--- src/rtl/dsdd_pkg.sv ---
`timescale 1ns / 1ps
// ----------------------------------------------------------------------------
// dsdd_pkg
// Shared types and constants for the debounced setpoint deadband drive.
// ----------------------------------------------------------------------------
package dsdd_pkg;

  // debounce counter default width
  localparam int DSDD_COUNTER_BITS = 16;

  // configuration register widths
  localparam int CFG_INDEX_W = 3;
  localparam int CFG_DATA_W  = 16;
  localparam int TICKS_W     = 16;
  localparam int GAIN_W      = 7;
  localparam int POS_W       = 8;

  // configuration register indexes
  localparam logic [CFG_INDEX_W-1:0] CFG_DEBOUNCE_TICKS = 3'd0;
  localparam logic [CFG_INDEX_W-1:0] CFG_STEP_GAIN      = 3'd1;
  localparam logic [CFG_INDEX_W-1:0] CFG_LIMIT_LOW      = 3'd2;
  localparam logic [CFG_INDEX_W-1:0] CFG_LIMIT_HIGH     = 3'd3;
  localparam logic [CFG_INDEX_W-1:0] CFG_TOLERANCE      = 3'd4;

  // configuration reset values
  localparam logic [TICKS_W-1:0] RST_DEBOUNCE_TICKS = 16'd60;
  localparam logic [GAIN_W-1:0]  RST_STEP_GAIN      = 7'd1;
  localparam logic [POS_W-1:0]   RST_LIMIT_LOW      = 8'd5;
  localparam logic [POS_W-1:0]   RST_LIMIT_HIGH     = 8'd249;
  localparam logic [POS_W-1:0]   RST_TOLERANCE      = 8'd5;

  // setpoint after reset
  localparam logic [POS_W-1:0]   RST_SETPOINT       = 8'd128;

  // key debouncer phase
  typedef enum logic [1:0] {
    PH_IDLE      = 2'd0,
    PH_WAIT_UP   = 2'd1,
    PH_WAIT_DOWN = 2'd2
  } key_phase_t;

  // accepted key step from the debouncer
  typedef struct packed {
    logic up;
    logic down;
  } step_t;

endpackage

--- src/rtl/dsdd_debounce.sv ---
`timescale 1ns / 1ps
// ----------------------------------------------------------------------------
// dsdd_debounce
// Key debouncer: waits a configured number of ticks after a press and then
// samples the key again, giving one step per wait that ends with the key still held.
// ----------------------------------------------------------------------------
module dsdd_debounce
  import dsdd_pkg::*;
#(
  parameter int COUNTER_BITS = DSDD_COUNTER_BITS
) (
  input  logic               clk,
  input  logic               rst,
  input  logic               en,
  input  logic               key_up,
  input  logic               key_down,
  input  logic [TICKS_W-1:0] debounce_ticks,
  output step_t              step
);

  localparam int CMP_W = (COUNTER_BITS > TICKS_W) ? COUNTER_BITS : TICKS_W;

  key_phase_t              phase, phase_next;
  logic [COUNTER_BITS-1:0] wait_count, wait_count_next;
  logic [COUNTER_BITS-1:0] count_inc;
  logic                    both_held;
  logic                    waiting;
  logic                    done;

  // counter advances every tick and wraps
  assign count_inc = wait_count + COUNTER_BITS'(1);
  assign both_held = key_up && key_down;
  assign waiting   = (phase == PH_WAIT_UP) || (phase == PH_WAIT_DOWN);
  assign done      = waiting && (CMP_W'(count_inc) >= CMP_W'(debounce_ticks));

  // next phase and counter
  always_comb begin
    phase_next      = phase;
    wait_count_next = count_inc;
    if (both_held) begin
      phase_next = PH_IDLE;
    end else begin
      unique case (phase)
        PH_IDLE: begin
          if (key_up) begin
            phase_next      = PH_WAIT_UP;
            wait_count_next = '0;
          end else if (key_down) begin
            phase_next      = PH_WAIT_DOWN;
            wait_count_next = '0;
          end
        end
        PH_WAIT_UP, PH_WAIT_DOWN: begin
          if (done) begin
            phase_next      = PH_IDLE;
            wait_count_next = '0;
          end
        end
        default: begin
          phase_next = phase;
        end
      endcase
    end
  end

  // step once the wait is over and the awaited key is still held
  always_comb begin
    step.up   = !both_held && done && (phase == PH_WAIT_UP) && key_up;
    step.down = !both_held && done && (phase == PH_WAIT_DOWN) && key_down;
  end

  // state registers, one update per transfer into the result register
  always_ff @(posedge clk) begin
    if (rst) begin
      phase      <= PH_IDLE;
      wait_count <= '0;
    end else if (en) begin
      phase      <= phase_next;
      wait_count <= wait_count_next;
    end
  end

endmodule

--- src/rtl/dsdd_setpoint.sv ---
`timescale 1ns / 1ps
// ----------------------------------------------------------------------------
// dsdd_setpoint
// Setpoint register with saturating step, limit clamp and deadband drive
// decision against the measured position.
// ----------------------------------------------------------------------------
module dsdd_setpoint
  import dsdd_pkg::*;
(
  input  logic              clk,
  input  logic              rst,
  input  logic              en,
  input  step_t             step,
  input  logic [GAIN_W-1:0] step_gain,
  input  logic [POS_W-1:0]  limit_low,
  input  logic [POS_W-1:0]  limit_high,
  input  logic [POS_W-1:0]  tolerance,
  input  logic [POS_W-1:0]  position,
  output logic [POS_W-1:0]  setpoint_next,
  output logic              drive_forward,
  output logic              drive_reverse
);

  logic [POS_W-1:0] setpoint;
  logic [POS_W+1:0] sum;
  logic [POS_W+1:0] base;
  logic [POS_W+1:0] gain_ext;
  logic [POS_W-1:0] sat;
  logic [POS_W:0]   pos_plus_tol;
  logic [POS_W:0]   sp_plus_tol;

  assign base     = {2'b00, setpoint};
  assign gain_ext = (POS_W + 2)'(step_gain);

  // step; sum is two's complement, top bit marks a negative result
  always_comb begin
    if (step.up) begin
      sum = base + gain_ext;
    end else if (step.down) begin
      sum = base - gain_ext;
    end else begin
      sum = base;
    end
  end

  // saturate to 0..255, then clamp with the low test first
  always_comb begin
    if (sum[POS_W+1]) begin
      sat = '0;
    end else if (sum[POS_W]) begin
      sat = '1;
    end else begin
      sat = sum[POS_W-1:0];
    end
    if (sat < limit_low) begin
      setpoint_next = limit_low;
    end else if (sat > limit_high) begin
      setpoint_next = limit_high;
    end else begin
      setpoint_next = sat;
    end
  end

  // deadband around the new setpoint
  assign pos_plus_tol  = {1'b0, position} + {1'b0, tolerance};
  assign sp_plus_tol   = {1'b0, setpoint_next} + {1'b0, tolerance};
  assign drive_forward = {1'b0, setpoint_next} > pos_plus_tol;
  assign drive_reverse = !drive_forward && ({1'b0, position} > sp_plus_tol);

  always_ff @(posedge clk) begin
    if (rst) begin
      setpoint <= RST_SETPOINT;
    end else if (en) begin
      setpoint <= setpoint_next;
    end
  end

endmodule

--- src/rtl/debounced_setpoint_deadband_drive_top.sv ---
`timescale 1ns / 1ps
// ----------------------------------------------------------------------------
// debounced_setpoint_deadband_drive_top
// Debounced up/down setpoint with an on/off deadband position drive.
// ----------------------------------------------------------------------------
// Usage:
//   Input channel (in_valid/in_stall) carries one control tick: key_up,
//   key_down and the measured position. Output channel (out_valid/out_stall)
//   returns one result per tick: drive_forward, drive_reverse, setpoint_now.
//   A tick is taken into an input register, worked out combinationally and
//   written to the result register when it is free; a result is offered
//   once its tick has passed both registers. One tick per cycle is sustained
//   while the receiver does not stall; the setpoint, key phase and wait
//   counter update as a tick moves on. When the receiver stalls, the result
//   register holds and the input register still takes one more tick; after
//   that in_stall rises until the result is taken.
//   Reset (rst, synchronous) empties both registers, returns the debouncer to
//   idle, the setpoint to 128 and the configuration registers to defaults.
//   Configuration writes (cfg_write, cfg_index, cfg_data) take effect at the
//   next edge and are meant for when no tick is in flight.
// ----------------------------------------------------------------------------
module debounced_setpoint_deadband_drive_top
  import dsdd_pkg::*;
#(
  parameter int COUNTER_BITS = DSDD_COUNTER_BITS
) (
  input  logic                   clk,
  input  logic                   rst,
  // configuration
  input  logic                   cfg_write,
  input  logic [CFG_INDEX_W-1:0] cfg_index,
  input  logic [CFG_DATA_W-1:0]  cfg_data,
  // input channel
  input  logic                   in_valid,
  output logic                   in_stall,
  input  logic                   key_up,
  input  logic                   key_down,
  input  logic [POS_W-1:0]       position,
  // output channel
  output logic                   out_valid,
  input  logic                   out_stall,
  output logic                   drive_forward,
  output logic                   drive_reverse,
  output logic [POS_W-1:0]       setpoint_now
);

  logic [TICKS_W-1:0] debounce_ticks;
  logic [GAIN_W-1:0]  step_gain;
  logic [POS_W-1:0]   limit_low;
  logic [POS_W-1:0]   limit_high;
  logic [POS_W-1:0]   tolerance;

  logic               in_full;
  logic               key_up_q;
  logic               key_down_q;
  logic [POS_W-1:0]   position_q;

  logic               in_take;
  logic               advance;
  step_t              step;
  logic [POS_W-1:0]   setpoint_next;
  logic               fwd_next;
  logic               rev_next;

  // configuration registers
  always_ff @(posedge clk) begin
    if (rst) begin
      debounce_ticks <= RST_DEBOUNCE_TICKS;
      step_gain      <= RST_STEP_GAIN;
      limit_low      <= RST_LIMIT_LOW;
      limit_high     <= RST_LIMIT_HIGH;
      tolerance      <= RST_TOLERANCE;
    end else if (cfg_write) begin
      unique case (cfg_index)
        CFG_DEBOUNCE_TICKS: debounce_ticks <= cfg_data[TICKS_W-1:0];
        CFG_STEP_GAIN:      step_gain      <= cfg_data[GAIN_W-1:0];
        CFG_LIMIT_LOW:      limit_low      <= cfg_data[POS_W-1:0];
        CFG_LIMIT_HIGH:     limit_high     <= cfg_data[POS_W-1:0];
        CFG_TOLERANCE:      tolerance      <= cfg_data[POS_W-1:0];
        default: begin
          debounce_ticks <= debounce_ticks;
        end
      endcase
    end
  end

  // handshake: input register moves on when the result register is free
  assign advance  = in_full && (!out_valid || !out_stall);
  assign in_stall = in_full && !advance;
  assign in_take  = in_valid && !in_stall;

  // input register
  always_ff @(posedge clk) begin
    if (rst) begin
      in_full <= 1'b0;
    end else if (in_take) begin
      in_full <= 1'b1;
    end else if (advance) begin
      in_full <= 1'b0;
    end
  end

  always_ff @(posedge clk) begin
    if (in_take) begin
      key_up_q   <= key_up;
      key_down_q <= key_down;
      position_q <= position;
    end
  end

  // key debouncer
  dsdd_debounce #(
    .COUNTER_BITS(COUNTER_BITS)
  ) u_debounce (
    .clk           (clk),
    .rst           (rst),
    .en            (advance),
    .key_up        (key_up_q),
    .key_down      (key_down_q),
    .debounce_ticks(debounce_ticks),
    .step          (step)
  );

  // setpoint and drive decision
  dsdd_setpoint u_setpoint (
    .clk          (clk),
    .rst          (rst),
    .en           (advance),
    .step         (step),
    .step_gain    (step_gain),
    .limit_low    (limit_low),
    .limit_high   (limit_high),
    .tolerance    (tolerance),
    .position     (position_q),
    .setpoint_next(setpoint_next),
    .drive_forward(fwd_next),
    .drive_reverse(rev_next)
  );

  // result register
  always_ff @(posedge clk) begin
    if (rst) begin
      out_valid <= 1'b0;
    end else if (advance) begin
      out_valid <= 1'b1;
    end else if (!out_stall) begin
      out_valid <= 1'b0;
    end
  end

  always_ff @(posedge clk) begin
    if (advance) begin
      drive_forward <= fwd_next;
      drive_reverse <= rev_next;
      setpoint_now  <= setpoint_next;
    end
  end

  // checks
  a_drive_exclusive: assert property (@(posedge clk) disable iff (rst)
    out_valid |-> !(drive_forward && drive_reverse))
    else $error("forward and reverse driven together");

  a_step_single: assert property (@(posedge clk) disable iff (rst)
    advance |-> !(step.up && step.down))
    else $error("debouncer gave both steps");

  a_setpoint_in_limits: assert property (@(posedge clk) disable iff (rst)
    (advance && (limit_low <= limit_high)) |->
      ((setpoint_next >= limit_low) && (setpoint_next <= limit_high)))
    else $error("setpoint outside limits");

  a_result_follows: assert property (@(posedge clk) disable iff (rst)
    advance |=> out_valid)
    else $error("transfer into result register lost");

endmodule
--- config.mk ---
export PLATFORM = sky130hd
export DESIGN_NAME = debounced_setpoint_deadband_drive_top
export DESIGN_NICKNAME = d
export VERILOG_FILES = /design/src/rtl/dsdd_pkg.sv /design/src/rtl/dsdd_debounce.sv /design/src/rtl/dsdd_setpoint.sv /design/src/rtl/debounced_setpoint_deadband_drive_top.sv
export SDC_FILE = /design/constraint.sdc
export NUM_CORES = 1
export LEC_CHECK = 0
export BUFFER_PORTS_ARGS = -buffer_cell sky130_fd_sc_hd__buf_2
export CORE_MARGIN = 2
export CORE_UTILIZATION = 40
export DETAILED_ROUTE_END_ITERATION = 8
export PLACE_DENSITY = 0.64
export SYNTH_ARGS = -nofsm -noshare
export SYNTH_HDL_FRONTEND = slang
export SYNTH_SLANG_ARGS = --single-unit
export TNS_END_PERCENT = 5
--- constraint.sdc ---
create_clock -name clk -period 10.6 [get_ports clk]
set_input_delay 0 -clock clk [delete_from_list [all_inputs] [get_ports clk]]
set_output_delay 0 -clock clk [all_outputs]
set_load 0.02 [all_outputs]
==> run metrics <==
Die X 131 µm; worst-path maximum fanout 7; Post-synth EDFFs 20; Critical R2R Launch u_debounce.wait_count[0]; clock buffer depth 2; Total GRT Usage 20.2%; top cells by count, synth nand2_1 (85), ha_1 (82), nor2_1 (76), dfxtp_1 (75), a21oi_1 (57); H-tree Lvls 3; pwr dens 126 nW/µm²; WP data arrival 7.76 ns; outcome completed; RSZ-0062 raised after global routing no; global-route wire length before repair 26.3 mm; class of the most critical setup path flop to flop; slowest cell delay on critical path 0.42 ns; largest net degree at the start of global routing 78; Pins Over Slew Limit 0; setup TNS 0 ns; Clock transition at path regs 0.07 ns; synth top area cells dfxtp_1 (23%), ha_1 (16%), edfxtp_1 (9.3%); CTS buffer count 9; syn_area_per_cell 8.69 µm²; slowest cell on the critical path a311oi_1; DPL Wire Length 12.1 mm; skew final 0.00859 ns; Tcrit/Tclk final 72.3%; drt via density 5.24; min Tclk post-route 7.67 ns; combinational power share 19.3%; aggregate routed wire length 16.4 mm; antenna fix cells 0; mapped cell area 6430 µm²; post-cts gate resize count 0; Post-route DRC 0; Setup-failing EPs final 0; drt pass-1 iters 5; GP Congestion 0.881; Overflow after GRT 0; share of cells above drive strength 1 10.5%; Worst-Margin Slew 1.16 ns; leading area contributor after synthesis dfxtp_1; Slew HR 22.2%; die area 17,100 µm²; Seq/Total Area, Yosys 32.7%; syn_nets 860; IO Count 46; Hold Fails Final Rpt 0; Die Ht 131 µm; Worst-Skew Late Latency 0.36 ns; crit start category flop; CTS root buf clkbuf_16; pre-CTS setup slack 3.02 ns; Synth Flop Type dfxtp_1; Area Overhead vs Synth 16.0%; Post-synth ARST share 0%; Yosys warnings 0; total power 944 µW; # port buffers 45; Yosys reg bits 95; Flop pwr share 41.9%; Power Internal 677 µW; CTS Sinks 95; vias in the first global route 5,067; initial antenna violation count 0; Hold/Removal Path Class input port to flop; Hold Crit Endpoint limit_high[4]; critical path endpoint category flop; Critical Path RT 10.69 ns; area of the core 15,800 µm²; Reg2Reg Capture Point drive_reverse; num rows 46; Max Clk Rate 130 MHz; clock network power share 38.7%; Cells after Synth 740; Synth top area share 23.3%; vias post-DR 5,375; hold_sp cfg_data[4]; post-CTS setup buffer count 0; NetSw 267 µW; count of unique library cells instantiated by Yosys 60; Starting Density 40.6%; CTS tree done; count leader, synth nand2_1; worst setup margin 2.93 ns; Reg2Reg Setup Slack 2.93 ns; sw frac 28.3%; WL/cell 16.0 µm; Antenna Nets Post-Route 0; Starting DRT DRC Count 309; worst reg-to-reg path cell count 35; worst vdd ir 89.1 µV; Static Leak 0.00331 µW; hold_ws 0.0195 ns; maxcap violations 0; Nets 924; hold path depth 3
## power by group through the flow
stage	Sequential, µW	Clock [µW]	Combinational, µW
5_1_grt	397	386	206
3_3_place_gp	404	0	172
2_1_floorplan	403	0	124
4_1_cts	395	374	183
3_5_place_dp	404	0	174
6_report	396	365	183
## critical path: cells and delay by family, from the launching register on
family | cells | cell delay (ns)
compound gates | 14 | 2.67
xor+xnor | 2 | 0.27
fa+ha+maj | 5 | 1.32
flops | 1 | 0.39
mux | 2 | 0.62
simple gates | 12 | 2.10
## metrics by stage
| step | area (µm²) | util [%] | instances |
|---|---|---|---|
| 2_1_floorplan | 6430 | - | 740 |
| 3_5_place_dp | 6860 | 43.3 | 982 |
| 5_1_grt | 7460 | 47.1 | 1025 |
| 3_3_place_gp | 6860 | 43.3 | 982 |
| 6_report | 7460 | 47.1 | 1025 |
| 4_1_cts | 7460 | 47.1 | 1025 |
## kinds of logic after synthesis
kind of cell             Yosys count  share of synthesized area [%]
XOR/XNOR                          28                           3.81
multiplexers                      26                           4.59
adder cells (fa/ha/maj)           87                           17.4
flip-flops                        95                           32.7
buffers and inverters             79                           4.77
AO/OA/AOI/OAI                    179                           19.3
AND/OR/NAND/NOR                  246                           17.5
## metal layers
| metal | GRT usage (%) | share of wire (%) | vias to the layer above |
|---|---|---|---|
| met4 | 6.01 | 1.5 | 0 |
| met5 | 0 | 0 | - |
| li1 | - | - | 2742 |
| met3 | 3.22 | 3.6 | 17 |
| met1 | 28.2 | 51 | 2518 |
| met2 | 32.2 | 44 | 98 |
## area by class of cell
type | count | area [µm²]
Fill cell | 1498 | 8370
Multi-Input combinational cell | 566 | 4020
Sequential cell | 95 | 2100
Timing Repair Buffer | 75 | 518
Clock buffer | 11 | 275
Tap cell | 216 | 270
Inverter | 57 | 214
Clock inverter | 5 | 58.8
## how the worst max path moves through the flow
| stage | start | end | slack (ns) | cells past startpoint |
|---|---|---|---|---|
| finish | u_debounce.wait_count[0] | drive_reverse | 2.93 | 35 |
| global route | u_debounce.wait_count[0] | drive_reverse | 2.29 | 38 |
| CTS | u_debounce.wait_count[0] | drive_reverse | 2.99 | 35 |
| detailed placement | u_debounce.wait_count[0] | drive_reverse | 3.02 | 35 |
| global placement | u_debounce.wait_count[0] | drive_reverse | 3.28 | 35 |
| floorplan | u_debounce.wait_count[0] | drive_reverse | 3.71 | 35 |
## sequential cells by signal, indices dropped and copies added, names as in the netlist, 2 cells and up
| name | count |
|---|---|
| limit_high | 8 |
| setpoint_now | 8 |
| u_debounce.phase | 2 |
| tolerance | 8 |
| limit_low | 8 |
| u_setpoint.setpoint | 8 |
| step_gain | 7 |
| debounce_ticks | 16 |
| u_debounce.wait_count | 16 |
| position_q | 8 |
## cells in the final DEF (no fill, tap or decap), types with 20 or more instances in the layout
master,netlist,routed
nand3_1,21,21
inv_1,56,56
o21ai_0,21,21
edfxtp_1,20,20
xnor2_1,20,20
a21oi_1,57,57
nor2_1,76,76
dlygate4sd3_1,0,27
nand2_1,85,85
dfxtp_1,75,75
buf_2,2,45
ha_1,82,82
## what timing repair did
item                                   CTS  global route
hold buffers                            27             0
setup endpoints to repair                0             0
endpoints found under the hold margin   44             0
Power figures use the tool's default switching activity.
